### src/sv/chunked_xor_interleave_cipher_top_defines.svh
// Assertion macros shared by the cipher RTL.
`ifndef CHUNKED_XOR_INTERLEAVE_CIPHER_TOP_DEFINES_SVH
`define CHUNKED_XOR_INTERLEAVE_CIPHER_TOP_DEFINES_SVH
`ifndef ASSERT_OFF
// Property must hold on every clock edge outside reset
`define CXIC_ASSERT(name, clk, rst_n, prop) \
	name: assert property (@(posedge clk) disable iff (!rst_n) prop) \
		else $error("cxic assertion failed");
// Condition must never be seen outside reset
`define CXIC_ASSERT_NEVER(name, clk, rst_n, cond) \
	name: assert property (@(posedge clk) disable iff (!rst_n) !(cond)) \
		else $error("cxic forbidden condition seen");
`else
`define CXIC_ASSERT(name, clk, rst_n, prop)
`define CXIC_ASSERT_NEVER(name, clk, rst_n, cond)
`endif
`endif

### src/sv/cxic_pkg.sv
package cxic_pkg;

	// Field and register widths
	localparam int OFFSET_BITS   = 24;
	localparam int LEN_BITS      = 24;
	localparam int CHUNK_BITS    = 16;
	localparam int KEY_BITS      = 8;
	localparam int BYTE_BITS     = 8;
	localparam int CFG_IDX_BITS  = 3;
	localparam int CFG_DATA_BITS = 24;
	localparam int REM_CNT_BITS  = $clog2(LEN_BITS + 1);
	localparam int OUT_DATA_BITS = ((BYTE_BITS + OFFSET_BITS + 7) / 8) * 8;

	// Configuration register indexes
	localparam logic [CFG_IDX_BITS-1:0] CFG_DIRECTION    = 3'd0;
	localparam logic [CFG_IDX_BITS-1:0] CFG_TOTAL_LENGTH = 3'd1;
	localparam logic [CFG_IDX_BITS-1:0] CFG_START_KEY    = 3'd2;
	localparam logic [CFG_IDX_BITS-1:0] CFG_KEY_STEP     = 3'd3;
	localparam logic [CFG_IDX_BITS-1:0] CFG_CHUNK_SIZE   = 3'd4;
	localparam logic [CFG_IDX_BITS-1:0] CFG_MAX_PROCESS  = 3'd5;

	// Direction codes
	localparam logic DIR_DECRYPT = 1'b0;
	localparam logic DIR_ENCRYPT = 1'b1;

	// Dividend select for the shared remainder unit
	localparam logic DIV_SEL_TOTAL = 1'b0;
	localparam logic DIV_SEL_LIMIT = 1'b1;

	// Controller to datapath commands
	typedef struct packed {
		logic capture;
		logic div_start;
		logic div_sel;
		logic store_r;
		logic store_m;
		logic region_calc;
		logic region_set;
		logic check;
		logic chunk;
		logic pos;
		logic map;
		logic mul;
		logic emit;
	} cxic_cmd_t;

	// Datapath to controller status
	typedef struct packed {
		logic region_ready;
		logic rem_done;
		logic in_region;
		logic out_free;
	} cxic_status_t;

endpackage

### src/sv/cxic_rem.sv
`include "chunked_xor_interleave_cipher_top_defines.svh"

module cxic_rem (
	input  logic                            clk,
	input  logic                            arst_n,
	input  logic                            start,
	input  logic [cxic_pkg::LEN_BITS-1:0]   dividend,
	input  logic [cxic_pkg::CHUNK_BITS-1:0] divisor,
	output logic                            done,
	output logic [cxic_pkg::CHUNK_BITS-1:0] rem
);

	localparam int LB = cxic_pkg::LEN_BITS;
	localparam int CB = cxic_pkg::CHUNK_BITS;
	localparam int NB = cxic_pkg::REM_CNT_BITS;

	logic          busy_q;
	logic          done_q;
	logic [NB-1:0] cnt_q;
	logic [LB-1:0] dvd_q;
	logic [CB-1:0] dsr_q;
	logic [CB-1:0] rem_q;
	logic [CB:0]   trial;
	logic          fits;

	// One restoring step: bring down the next dividend bit
	assign trial = {rem_q, dvd_q[LB-1]};
	assign fits  = (trial >= {1'b0, dsr_q});

	// Iterate one bit per cycle, most significant first
	always_ff @(posedge clk or negedge arst_n) begin
		if (!arst_n) begin
			busy_q <= 1'b0;
			done_q <= 1'b0;
			cnt_q  <= '0;
			dvd_q  <= '0;
			dsr_q  <= '0;
			rem_q  <= '0;
		end else begin
			done_q <= 1'b0;
			if (start) begin
				busy_q <= 1'b1;
				cnt_q  <= NB'(LB);
				dvd_q  <= dividend;
				dsr_q  <= divisor;
				rem_q  <= '0;
			end else if (busy_q) begin
				rem_q <= fits ? CB'(trial - {1'b0, dsr_q}) : trial[CB-1:0];
				dvd_q <= {dvd_q[LB-2:0], 1'b0};
				cnt_q <= cnt_q - NB'(1);
				if (cnt_q == NB'(1)) begin
					busy_q <= 1'b0;
					done_q <= 1'b1;
				end
			end
		end
	end

	assign done = done_q;
	assign rem  = rem_q;

	`CXIC_ASSERT_NEVER(a_start_while_busy, clk, arst_n, start && busy_q)
	`CXIC_ASSERT(a_done_after_busy, clk, arst_n, done_q |-> !busy_q)
	`CXIC_ASSERT(a_rem_below_divisor, clk, arst_n, done_q |-> (rem_q < dsr_q))

endmodule

### src/sv/cxic_ctrl.sv
`include "chunked_xor_interleave_cipher_top_defines.svh"

module cxic_ctrl (
	input  logic                    clk,
	input  logic                    arst_n,
	input  logic                    s_tvalid,
	output logic                    s_tready,
	input  cxic_pkg::cxic_status_t  status,
	output cxic_pkg::cxic_cmd_t     cmd
);

	localparam logic [3:0] ST_IDLE    = 4'd0;
	localparam logic [3:0] ST_DIV_TL  = 4'd1;
	localparam logic [3:0] ST_DIV_MPL = 4'd2;
	localparam logic [3:0] ST_REG1    = 4'd3;
	localparam logic [3:0] ST_REG2    = 4'd4;
	localparam logic [3:0] ST_CHECK   = 4'd5;
	localparam logic [3:0] ST_CHUNK   = 4'd6;
	localparam logic [3:0] ST_POS     = 4'd7;
	localparam logic [3:0] ST_MAP     = 4'd8;
	localparam logic [3:0] ST_MUL     = 4'd9;
	localparam logic [3:0] ST_EMIT    = 4'd10;

	logic [3:0] state_q;
	logic [3:0] state_d;
	logic       accept;

	assign s_tready = (state_q == ST_IDLE);
	assign accept   = s_tvalid && s_tready;

	// Sequence one byte through region setup, chunk tracking and mapping
	always_comb begin
		cmd     = '0;
		state_d = state_q;
		unique case (state_q)
			ST_IDLE: begin
				if (accept) begin
					cmd.capture = 1'b1;
					if (!status.region_ready) begin
						cmd.div_start = 1'b1;
						cmd.div_sel   = cxic_pkg::DIV_SEL_TOTAL;
						state_d       = ST_DIV_TL;
					end else begin
						state_d = ST_CHECK;
					end
				end
			end
			ST_DIV_TL: begin
				if (status.rem_done) begin
					cmd.store_r   = 1'b1;
					cmd.div_start = 1'b1;
					cmd.div_sel   = cxic_pkg::DIV_SEL_LIMIT;
					state_d       = ST_DIV_MPL;
				end
			end
			ST_DIV_MPL: begin
				if (status.rem_done) begin
					cmd.store_m = 1'b1;
					state_d     = ST_REG1;
				end
			end
			ST_REG1: begin
				cmd.region_calc = 1'b1;
				state_d         = ST_REG2;
			end
			ST_REG2: begin
				cmd.region_set = 1'b1;
				state_d        = ST_CHECK;
			end
			ST_CHECK: begin
				cmd.check = 1'b1;
				state_d   = ST_CHUNK;
			end
			ST_CHUNK: begin
				if (status.in_region) begin
					cmd.chunk = 1'b1;
					state_d   = ST_POS;
				end else begin
					state_d = ST_EMIT;
				end
			end
			ST_POS: begin
				cmd.pos = 1'b1;
				state_d = ST_MAP;
			end
			ST_MAP: begin
				cmd.map = 1'b1;
				state_d = ST_MUL;
			end
			ST_MUL: begin
				cmd.mul = 1'b1;
				state_d = ST_EMIT;
			end
			ST_EMIT: begin
				if (status.out_free) begin
					cmd.emit = 1'b1;
					state_d  = ST_IDLE;
				end
			end
			default: begin
				state_d = ST_IDLE;
			end
		endcase
	end

	always_ff @(posedge clk or negedge arst_n) begin
		if (!arst_n) begin
			state_q <= ST_IDLE;
		end else begin
			state_q <= state_d;
		end
	end

	`CXIC_ASSERT(a_new_file_divides, clk, arst_n,
		(accept && !status.region_ready) |=> (state_q == ST_DIV_TL))
	`CXIC_ASSERT(a_emit_into_free_slot, clk, arst_n, cmd.emit |-> status.out_free)
	`CXIC_ASSERT(a_region_set_sticks, clk, arst_n, cmd.region_set |=> status.region_ready)

endmodule

### src/sv/cxic_dp.sv
`include "chunked_xor_interleave_cipher_top_defines.svh"

module cxic_dp (
	input  logic                                   clk,
	input  logic                                   arst_n,
	input  cxic_pkg::cxic_cmd_t                    cmd,
	output cxic_pkg::cxic_status_t                 status,
	input  logic                                   cfg_valid,
	input  logic [cxic_pkg::CFG_IDX_BITS-1:0]      cfg_index,
	input  logic [cxic_pkg::CFG_DATA_BITS-1:0]     cfg_data,
	input  logic [cxic_pkg::BYTE_BITS-1:0]         s_tdata,
	output logic                                   m_tvalid,
	input  logic                                   m_tready,
	output logic [cxic_pkg::OUT_DATA_BITS-1:0]     m_tdata,
	output logic                                   m_tlast
);

	localparam int OB = cxic_pkg::OFFSET_BITS;
	localparam int LB = cxic_pkg::LEN_BITS;
	localparam int CB = cxic_pkg::CHUNK_BITS;
	localparam int KB = cxic_pkg::KEY_BITS;
	localparam int BB = cxic_pkg::BYTE_BITS;
	localparam int DB = cxic_pkg::OUT_DATA_BITS;

	// Configuration registers
	logic          direction_q;
	logic [LB-1:0] total_length_q;
	logic [KB-1:0] start_key_q;
	logic [KB-1:0] key_step_q;
	logic [CB-1:0] chunk_size_q;
	logic [LB-1:0] max_process_q;

	// File and chunk state
	logic [OB-1:0] byte_count_q;
	logic          region_ready_q;
	logic [OB-1:0] region_end_q;
	logic [OB-1:0] base_q;
	logic [CB-1:0] len_q;

	// Per byte working registers
	logic [BB-1:0] byte_q;
	logic [CB-1:0] r_q;
	logic [CB-1:0] m_q;
	logic [LB-1:0] p_q;
	logic [LB:0]   lim_q;
	logic          in_region_q;
	logic          need_chunk_q;
	logic [CB-1:0] j_q;
	logic [CB-1:0] half_q;
	logic [CB-1:0] k_q;
	logic [CB-1:0] lo_q;
	logic [OB-1:0] off_q;
	logic [KB-1:0] prod_q;

	// Output register
	logic          m_tvalid_q;
	logic [BB-1:0] out_byte_q;
	logic [OB-1:0] out_off_q;
	logic          out_last_q;

	logic [CB-1:0]   eff_c;
	logic [LB-1:0]   div_dvd;
	logic            rem_done;
	logic [CB-1:0]   rem_val;
	logic [CB:0]     tail;
	logic [LB:0]     lim_d;
	logic [OB:0]     chunk_end;
	logic [OB-1:0]   rem_len;
	logic [CB-1:0]   d_val;
	logic [CB-1:0]   k_d;
	logic [CB-1:0]   lo_d;
	logic [KB-1:0]   kidx;
	logic [2*KB-1:0] prod_full;
	logic            last_d;
	logic            out_free;

	// Chunk size zero behaves as one
	assign eff_c   = (chunk_size_q == '0) ? CB'(1) : chunk_size_q;
	assign div_dvd = (cmd.div_sel == cxic_pkg::DIV_SEL_LIMIT) ? max_process_q : total_length_q;

	cxic_rem u_rem (
		.clk      (clk),
		.arst_n   (arst_n),
		.start    (cmd.div_start),
		.dividend (div_dvd),
		.divisor  (eff_c),
		.done     (rem_done),
		.rem      (rem_val)
	);

	// Write configuration registers
	always_ff @(posedge clk or negedge arst_n) begin
		if (!arst_n) begin
			direction_q    <= cxic_pkg::DIR_DECRYPT;
			total_length_q <= '0;
			start_key_q    <= '0;
			key_step_q     <= '0;
			chunk_size_q   <= CB'(64);
			max_process_q  <= LB'(10240);
		end else if (cfg_valid) begin
			unique case (cfg_index)
				cxic_pkg::CFG_DIRECTION:    direction_q    <= cfg_data[0];
				cxic_pkg::CFG_TOTAL_LENGTH: total_length_q <= cfg_data[LB-1:0];
				cxic_pkg::CFG_START_KEY:    start_key_q    <= cfg_data[KB-1:0];
				cxic_pkg::CFG_KEY_STEP:     key_step_q     <= cfg_data[KB-1:0];
				cxic_pkg::CFG_CHUNK_SIZE:   chunk_size_q   <= cfg_data[CB-1:0];
				cxic_pkg::CFG_MAX_PROCESS:  max_process_q  <= cfg_data[LB-1:0];
				default: ;
			endcase
		end
	end

	// Region: drop a short remainder and an odd byte, cap at whole chunks
	assign tail  = {1'b0, ((r_q < (eff_c >> 2)) ? r_q : '0)} + (CB+1)'(total_length_q[0]);
	assign lim_d = (m_q == '0) ? {1'b0, max_process_q}
	                           : {1'b0, max_process_q} + (LB+1)'(eff_c - m_q);

	// Chunk bounds and remaining region
	assign chunk_end = {1'b0, base_q} + (OB+1)'(len_q);
	assign rem_len   = region_end_q - byte_count_q;

	// Map chunk position to stored index and in-chunk offset
	assign d_val = len_q - CB'(1) - j_q;
	always_comb begin
		if (direction_q == cxic_pkg::DIR_DECRYPT) begin
			k_d = j_q;
			if (j_q < half_q) begin
				lo_d = len_q - CB'(1) - (j_q << 1);
			end else begin
				lo_d = len_q - CB'(2) - ((j_q - half_q) << 1);
			end
		end else begin
			k_d  = d_val[0] ? (half_q + (d_val >> 1)) : (d_val >> 1);
			lo_d = k_d;
		end
	end

	// Key index is only needed modulo 256
	assign kidx      = base_q[KB-1:0] + k_q[KB-1:0];
	assign prod_full = kidx * key_step_q;

	assign last_d   = (total_length_q != '0) &&
	                  (LB'(byte_count_q) == (total_length_q - LB'(1)));
	assign out_free = !m_tvalid_q || m_tready;

	// Per byte pipeline of the mapping steps
	always_ff @(posedge clk or negedge arst_n) begin
		if (!arst_n) begin
			byte_q       <= '0;
			r_q          <= '0;
			m_q          <= '0;
			p_q          <= '0;
			lim_q        <= '0;
			in_region_q  <= 1'b0;
			need_chunk_q <= 1'b0;
			j_q          <= '0;
			half_q       <= '0;
			k_q          <= '0;
			lo_q         <= '0;
			off_q        <= '0;
			prod_q       <= '0;
		end else begin
			if (cmd.capture) begin
				byte_q <= s_tdata;
			end
			if (cmd.store_r) begin
				r_q <= rem_val;
			end
			if (cmd.store_m) begin
				m_q <= rem_val;
			end
			if (cmd.region_calc) begin
				p_q   <= (LB'(tail) > total_length_q) ? '0 : total_length_q - LB'(tail);
				lim_q <= lim_d;
			end
			if (cmd.check) begin
				in_region_q  <= (byte_count_q < region_end_q);
				need_chunk_q <= (byte_count_q < base_q) ||
				                ({1'b0, byte_count_q} >= chunk_end);
			end
			if (cmd.pos) begin
				j_q    <= CB'(byte_count_q - base_q);
				half_q <= CB'(({1'b0, len_q} + (CB+1)'(1)) >> 1);
			end
			if (cmd.map) begin
				k_q  <= k_d;
				lo_q <= lo_d;
			end
			if (cmd.mul) begin
				off_q  <= base_q + OB'(lo_q);
				prod_q <= prod_full[KB-1:0];
			end
		end
	end

	// File state: region, current chunk and byte counter
	always_ff @(posedge clk or negedge arst_n) begin
		if (!arst_n) begin
			byte_count_q   <= '0;
			region_ready_q <= 1'b0;
			region_end_q   <= '0;
			base_q         <= '0;
			len_q          <= '0;
		end else begin
			if (cmd.region_set) begin
				region_end_q   <= ({1'b0, p_q} < lim_q) ? OB'(p_q) : OB'(lim_q);
				region_ready_q <= 1'b1;
				base_q         <= '0;
				len_q          <= '0;
			end
			if (cmd.chunk && need_chunk_q) begin
				base_q <= byte_count_q;
				len_q  <= (OB'(eff_c) < rem_len) ? eff_c : CB'(rem_len);
			end
			if (cmd.emit) begin
				if (last_d) begin
					byte_count_q   <= '0;
					region_ready_q <= 1'b0;
				end else begin
					byte_count_q <= byte_count_q + OB'(1);
				end
			end
		end
	end

	// Hold a result until the transaction completes
	always_ff @(posedge clk or negedge arst_n) begin
		if (!arst_n) begin
			m_tvalid_q <= 1'b0;
			out_byte_q <= '0;
			out_off_q  <= '0;
			out_last_q <= 1'b0;
		end else begin
			if (cmd.emit) begin
				m_tvalid_q <= 1'b1;
				out_byte_q <= in_region_q ? (byte_q ^ (start_key_q + prod_q)) : byte_q;
				out_off_q  <= in_region_q ? off_q : byte_count_q;
				out_last_q <= last_d;
			end else if (m_tready) begin
				m_tvalid_q <= 1'b0;
			end
		end
	end

	assign m_tvalid = m_tvalid_q;
	assign m_tdata  = DB'({out_off_q, out_byte_q});
	assign m_tlast  = out_last_q;

	assign status.region_ready = region_ready_q;
	assign status.rem_done     = rem_done;
	assign status.in_region    = in_region_q;
	assign status.out_free     = out_free;

	`CXIC_ASSERT(a_chunk_not_empty, clk, arst_n, cmd.pos |-> (len_q != '0))
	`CXIC_ASSERT(a_pos_inside_chunk, clk, arst_n, cmd.map |-> (j_q < len_q))
	`CXIC_ASSERT(a_offset_inside_chunk, clk, arst_n, cmd.mul |-> (lo_q < len_q))

endmodule

### src/sv/chunked_xor_interleave_cipher_top.sv
// Chunked XOR interleave cipher. Each accepted byte gives exactly one result: the
// byte (XORed with a running key inside the processed region, unchanged outside it),
// the offset where it belongs in the output file, and a last flag on byte
// total_length-1. The first byte of a file is loaded into the output register only
// after the processed region is sized: two passes of the shared one-bit-per-cycle
// remainder unit, over all 24 dividend bits each, then the region setup steps. For
// every byte the controller's step sequence lies between acceptance and the load:
// chunk check, then position, mapping and key multiply inside the region only, then
// the output load. The block is ready for the next byte in the cycle after the load.
// The output load waits while the output register still holds an unaccepted result.
// One byte is in work at a time; the next byte is taken while the previous result
// still waits in the output register.
// Configuration writes are always taken (cfg_ready is tied high) and belong between
// files or while the block is idle.
module chunked_xor_interleave_cipher_top (
	input  logic                                clk,
	input  logic                                arst_n,
	input  logic                                cfg_valid,
	output logic                                cfg_ready,
	input  logic [cxic_pkg::CFG_IDX_BITS-1:0]   cfg_index,
	input  logic [cxic_pkg::CFG_DATA_BITS-1:0]  cfg_data,
	input  logic                                s_tvalid,
	output logic                                s_tready,
	input  logic [cxic_pkg::BYTE_BITS-1:0]      s_tdata,  // [7:0] data_byte
	output logic                                m_tvalid,
	input  logic                                m_tready,
	output logic [cxic_pkg::OUT_DATA_BITS-1:0]  m_tdata,  // [7:0] out_byte, [31:8] out_offset
	output logic                                m_tlast   // last_byte
);

	cxic_pkg::cxic_cmd_t    cmd;
	cxic_pkg::cxic_status_t status;

	assign cfg_ready = 1'b1;

	cxic_ctrl u_ctrl (
		.clk      (clk),
		.arst_n   (arst_n),
		.s_tvalid (s_tvalid),
		.s_tready (s_tready),
		.status   (status),
		.cmd      (cmd)
	);

	cxic_dp u_dp (
		.clk       (clk),
		.arst_n    (arst_n),
		.cmd       (cmd),
		.status    (status),
		.cfg_valid (cfg_valid),
		.cfg_index (cfg_index),
		.cfg_data  (cfg_data),
		.s_tdata   (s_tdata),
		.m_tvalid  (m_tvalid),
		.m_tready  (m_tready),
		.m_tdata   (m_tdata),
		.m_tlast   (m_tlast)
	);

endmodule
### config.mk
export PLATFORM = sky130hd
export DESIGN_NAME = chunked_xor_interleave_cipher_top
export DESIGN_NICKNAME = d
export VERILOG_FILES = /design/src/sv/cxic_pkg.sv /design/src/sv/cxic_rem.sv /design/src/sv/cxic_ctrl.sv /design/src/sv/cxic_dp.sv /design/src/sv/chunked_xor_interleave_cipher_top.sv
export VERILOG_INCLUDE_DIRS = /design/src /design/src/sv
export SDC_FILE = /design/constraint.sdc
export NUM_CORES = 2
export LEC_CHECK = 0
export BUFFER_PORTS_ARGS = -buffer_cell sky130_fd_sc_hd__buf_4
export CAP_MARGIN = 20
export CORE_MARGIN = 2
export CORE_UTILIZATION = 30
export DETAILED_ROUTE_END_ITERATION = 10
export HOLD_SLACK_MARGIN = 0.15
export PLACE_DENSITY_LB_ADDON = 0.08
export RECOVER_POWER = 50
export REMOVE_ABC_BUFFERS = 1
export SYNTH_ARGS = -nofsm -noshare
export SYNTH_HDL_FRONTEND = slang
export SYNTH_SLANG_ARGS = --single-unit
### constraint.sdc
create_clock -name clk -period 13.8 [get_ports clk]
set_clock_uncertainty 0.2 [all_clocks]
set_input_delay 2.07 -clock clk [delete_from_list [all_inputs] [get_ports clk]]
set_output_delay 2.07 -clock clk [all_outputs]
set_load 0.02 [all_outputs]
# After elaboration in Yosys (flattened, before gate mapping)

Cells that the tools add are included.

Output and inout bits: 36
ROM bits: 0
Register bits after elaboration: 450
Logic and storage cells: 171
Memories: 0
Bits in latches: 0
RAM bits: 0

Order comparisons: 9
Muxes and demuxes: 61
Reduce and logical (&&, ||, !) cells: 21
Equality and inequality tests: 21
Multiply operators: 1
Bitwise logic cells: 1
Shift-type cells: 0
Div/mod/pow operators: 0
Add/sub/neg operators: 22

Operators with widths:

| cell                                                                 | count |
|---|---|
| 24-bit two-way mux                                                   | 9 |
| 16-bit two-way mux                                                   | 11 |
| 16-bit subtractor                                                    | 5 |
| 24-bit less-than comparator                                          | 2 |
| 4-bit case mux with 11 select lines                                  | 1 |
| 16-bit logical NOT                                                   | 2 |
| 24-bit by 16-bit adder with 25-bit output                            | 1 |
| 24-bit by 25-bit adder with 25-bit output                            | 1 |
| 24-bit by 25-bit >= comparator with 1-bit output                     | 1 |
| 24-bit by 25-bit less-than comparator with 1-bit output              | 1 |
| 1-bit two-way mux                                                    | 25 |
| 25-bit two-way mux                                                   | 1 |
| 24-bit by 1-bit adder with 24-bit output, second input constant      | 1 |
| 24-bit by 16-bit adder with 24-bit output                            | 1 |
| 24-bit == test                                                       | 1 |
| 17-bit by 24-bit greater-than comparator with 1-bit output           | 1 |
| 16-bit by 24-bit less-than comparator with 1-bit output              | 1 |
| 24-bit nonzero test                                                  | 1 |
| 24-bit by 1-bit subtractor with 24-bit output, second input constant | 1 |
| 24-bit by 17-bit subtractor with 24-bit output                       | 1 |
| 24-bit subtractor                                                    | 1 |
| 4-bit two-way mux                                                    | 5 |
| 16-bit by 1-bit adder with 17-bit output                             | 1 |
| 16-bit by 1-bit adder with 17-bit output, second input constant      | 1 |
| 35 further kinds                                                     | 60 |

# Depth between registers and ports, before layout

Word-level depth: 7
Gate-level depth with buffers: 28
Gate-level depth less buffers: 27

# Hierarchy

Synthesis repeated with hierarchy kept, for this count alone.

Cells, all modules: 3993
Area, all modules: 35183.7 µm²

By module, submodules not included:

| module                            | times used | seq. area each (µm²) | area each (µm²) | cells each |
|---|---|---|---|---|
| cxic_dp                           | 1          | 9587.9               | 31071.0         | 3557 |
| cxic_rem                          | 1          | 1576.5               | 3642.2          | 379 |
| cxic_ctrl                         | 1          | 100.1                | 459.2           | 55 |
| chunked_xor_interleave_cipher_top | 1          | 0.0                  | 11.3            | 2 |

# Worst setup path before layout

No wires, ideal clock.

Kind: register to register
Start: register u_dp.base_q[0]
End: register u_dp.prod_q[7]
Buffers on the path: 0
Period minus slack after synthesis: 5.273 ns
Arrival time: 4.941 ns
Cell stages (with the launch flop): 23
Path slack: 8.527 ns
Data required time: 13.467 ns
Setup time: 0.133 ns
Cells stage by stage: dfrtp_1 ha_1 fa_1 a21o_1 a21oi_1 xnor2_1 nand2_1 fa_1 inv_1 ha_1 inv_1 fa_1 fa_1 inv_1 ha_1 a21oi_1 xnor2_1 xnor2_1 xnor2_1 xnor2_1 xnor2_1 xnor2_1 o21ai_0

Longest elaborated chain between the ends: 2

Ends and longest elaborated chain:

| element                                     | RTL line       | source |
|---|---|---|
| start: declaration                          | cxic_dp.sv:37  | `logic [OB-1:0] base_q;` |
| start signal: assignment                    | cxic_dp.sv:212 | `base_q <= byte_count_q;` |
| 8-bit adder                                 | cxic_dp.sv:139 | `assign kidx = base_q[KB-1:0] + k_q[KB-1:0];` |
| 8-bit by 8-bit multiplier with 8-bit output | cxic_dp.sv:140 | `assign prod_full = kidx * key_step_q;` |
| end signal: assignment                      | cxic_dp.sv:191 | `prod_q <= prod_full[KB-1:0];` |
| end: declaration                            | cxic_dp.sv:53  | `logic [KB-1:0] prod_q;` |

No other way between the ends.
A chain may end at the register's enable or synchronous reset.

==> reports/metrics.csv <==
metric;value;unit
status;finished with violations;
violations;capacitance limit, slew limit;
clk_latency;0.68;ns
cp_common_cell;clkbuf_1;
via_per_inst;5.11;
ioPinCount;76;
crit_path_top_delay_cell;clkbuf_1;
grt_overflow;0;
setup_viol;0;
tritoncts;built;
worstPathArrival;8.44;ns
die_area;119000;um2
slew_viol_final;692;
period_share;0.640;
hold_buffers;0;
cap_violations;14;
synth.area.top_cells;dfrtp_1 32%, ha_1 13%, o21ai_0 5.1%, nand2_1 5.0%, xnor2_1 4.9%;
drive_gt1_frac;0.0843;
cts_made_buffers;61;
synth_area;34800;um2
yosysUniqueCellTypes;84;
rsz0062_at_grt;false;
drt-initial-drc-count;1725;
place_hpwl;91100;um
synth_flop_cell;dfrtp_1;
cts_resized;0;
async_flop_share;1.00;
syn2layout_area_growth;12.6;%
firstDrtPassIters;5;
synth_top_area_share;0.321;
grt_pass1_wl;184000;um
seq_area;11300;um2
core-area;115000;um2
htree_levels;2;
synth-seq-area-share;0.324;
r2r_cells;22;
end_kind;async pin;
io_buffer_count;74;
multiInputGateArea;21700;um2
nFillCells;11957;
crit_path_max_fanout;92;
num_rows;124;
yosysWarnings;0;
worst_slew_pin_slew;5.41;ns
syn_area_per_cell;8.52;um2
wl_per_cell;21.0;um
synth_edf_count;0;
setup_tns;0;ns
wirelength;119000;um
fmax;0.113;GHz
postCtsSetupBuffers;0;
synth_top_cell_by_area;dfrtp_1;
hold_path_class;reg2reg;
cts_root_buf;clkbuf_16;
worst_slack;4.97;ns
die_w;345;um
slowest_delay;3.70;ns
critical_path_class;in2async;
cts_buffer_depth;3;
die_h;345;um
cp_num_buf_inv;2;
path_cells;clkbuf_1 -> clkbuf_1;
route.detailed.drc;0;
critical_path.startpoint_type;input pin;
final-hold-violation-count;0;
start_util;0.303;
finalCriticalPeriod;8.83;ns
crit_family;buffers and inverters;
clk_pin_slew_worst_paths;0.06;ns
syn_inst;4086;
grt_pass1_vias;29381;
ys_ff_latch;450;
antenna_found_initial;2;
ant_nets;0;
dp_slack;7.29;ns
num_vias;28951;
gp_congestion;0.892;
track_usage;0.202;
grt_max_degree;93;
antenna_cells;0;
cp.depth;2;
clock_sinks;450;
layout.nets;4519;
required;13.41;ns
hold_path_depth;2;
timing.slew.headroom;-2.61;
==> placed cells by master, fill, tap and decap left out, types with 15 or more instances in the layout <==
master,Yosys,routed
nor4_1,26,25
nand3_1,109,106
mux2_2,94,94
and3_1,44,44
nand2b_1,31,31
o21bai_1,25,25
ha_1,353,353
o22ai_1,33,32
buf_4,1,102
and2_1,36,36
inv_1,321,321
a21oi_1,264,264
fa_1,27,27
dfrtp_1,447,445
o31ai_1,30,30
o211ai_1,21,21
o311ai_0,15,15
nor3_1,118,117
xnor2_1,194,194
mux2i_1,44,44
nand2_1,468,467
or3_1,20,20
nor2_1,233,233
nand4_1,36,36
a21o_1,68,68
xor2_1,117,117
o21a_1,44,43
a211oi_1,81,81
nor2b_1,52,52
a31oi_1,43,43
clkbuf_16,0,62
clkbuf_1,151,26
o21ai_0,355,354
==> per-stage QoR <==
| stage | hold WS (ns) | util | cells | cell area [um2] |
|---|---|---|---|---|
| final | 0.279 | 0.342 | 5664 | 39200 |
| after global routing | 0.302 | 0.342 | 5664 | 39200 |
| after CTS | 0.284 | 0.343 | 5664 | 39300 |
| after detailed placement | 0.270 | 0.323 | 5548 | 37000 |
| after global placement | 0.263 | 0.323 | 5547 | 37000 |
| after floorplan | 0.247 | - | 3912 | 34100 |
==> worst min-delay path, stage by stage, from the launching register on <==
cell and delay (ns):
dfrtp_1 0.34, nand2_1 0.05, o21ai_0 0.06
==> cell type report <==
class	count	area share
clock buffers	82	0.0451
inverters	322	0.0309
repair buffers	124	0.0224
well taps	1512	0.0483
flip-flops and latches	450	0.288
clock inverters	34	0.0128
multi-input cells	3140	0.553
==> final timing paths <==
kind                       slack [ns]            startpoint                end
hold / removal                   0.28        u_dp.off_q[20]     u_dp.off_q[20]
setup reg to reg                 7.30  u_dp.chunk_size_q[9]     u_dp.lim_q[22]
max in group clk                 7.30  u_dp.chunk_size_q[9]     u_dp.lim_q[22]
min in group asynchronous        3.19                arst_n  u_dp.u_rem.rem[4]
hold reg to reg                  0.28        u_dp.off_q[20]     u_dp.off_q[20]
setup / recovery                 4.97                arst_n   u_dp.in_region_q
==> sequential cells by signal, summed over array words and instances, names as in the netlist, 16 cells and up <==
signal and count:
u_dp.base_q 24, u_dp.byte_count_q 24, u_dp.chunk_size_q 16, u_dp.half_q 16, u_dp.j_q 16, u_dp.len_q 16, u_dp.lim_q 25, u_dp.lo_q 16
u_dp.m_q 16, u_dp.max_process_q 24, u_dp.off_q 24, u_dp.out_off_q 24, u_dp.p_q 24, u_dp.r_q 16, u_dp.region_end_q 24, u_dp.total_length_q 24
u_dp.u_rem.dsr_q 16, u_dp.u_rem.dvd_q 24, u_dp.u_rem.rem 16
==> Yosys cell counts, types with 10 or more instances <==
cell type	count
nand2_1	468
dfrtp_1	447
o21ai_0	355
ha_1	353
inv_1	321
a21oi_1	264
nor2_1	233
xnor2_1	194
clkbuf_1	151
nor3_1	118
xor2_1	117
nand3_1	109
mux2_2	94
a211oi_1	81
a21o_1	68
nor2b_1	52
and3_1	44
mux2i_1	44
o21a_1	44
a31oi_1	43
and2_1	36
nand4_1	36
o22ai_1	33
nand2b_1	31
o31ai_1	30
fa_1	27
nor4_1	26
o21bai_1	25
o211ai_1	21
or3_1	20
o311ai_0	15
a211o_1	13
buf_1	11
a21boi_0	10
nor3b_1	10
==> kinds of logic (layout without fill, tap and decap cells) <==
group,Yosys count,in the layout,synth area share
buffers and inverters,498,562,0.0554
and+or+nand+nor,1224,1224,0.165
other,1,3,0.000108
muxes,139,139,0.0437
DFF,450,450,0.324
adders and majority gates,380,380,0.142
xor gates and xnor gates,311,311,0.0783
AOI/OAI and AO/OA,1083,1083,0.191
==> metal layers <==
metal	part of all wire	vias up	track usage	routed length [um]
li1	-	14464	-	-
met1	0.48	14011	0.273	56600
met2	0.48	349	0.345	56600
met3	0.024	127	0.0174	2870
met4	0.024	0	0.0511	2810
met5	0	-	0	0
Power is not shown: default switching activity piles up to over one toggle a cycle in this logic, so the estimate is an artifact.
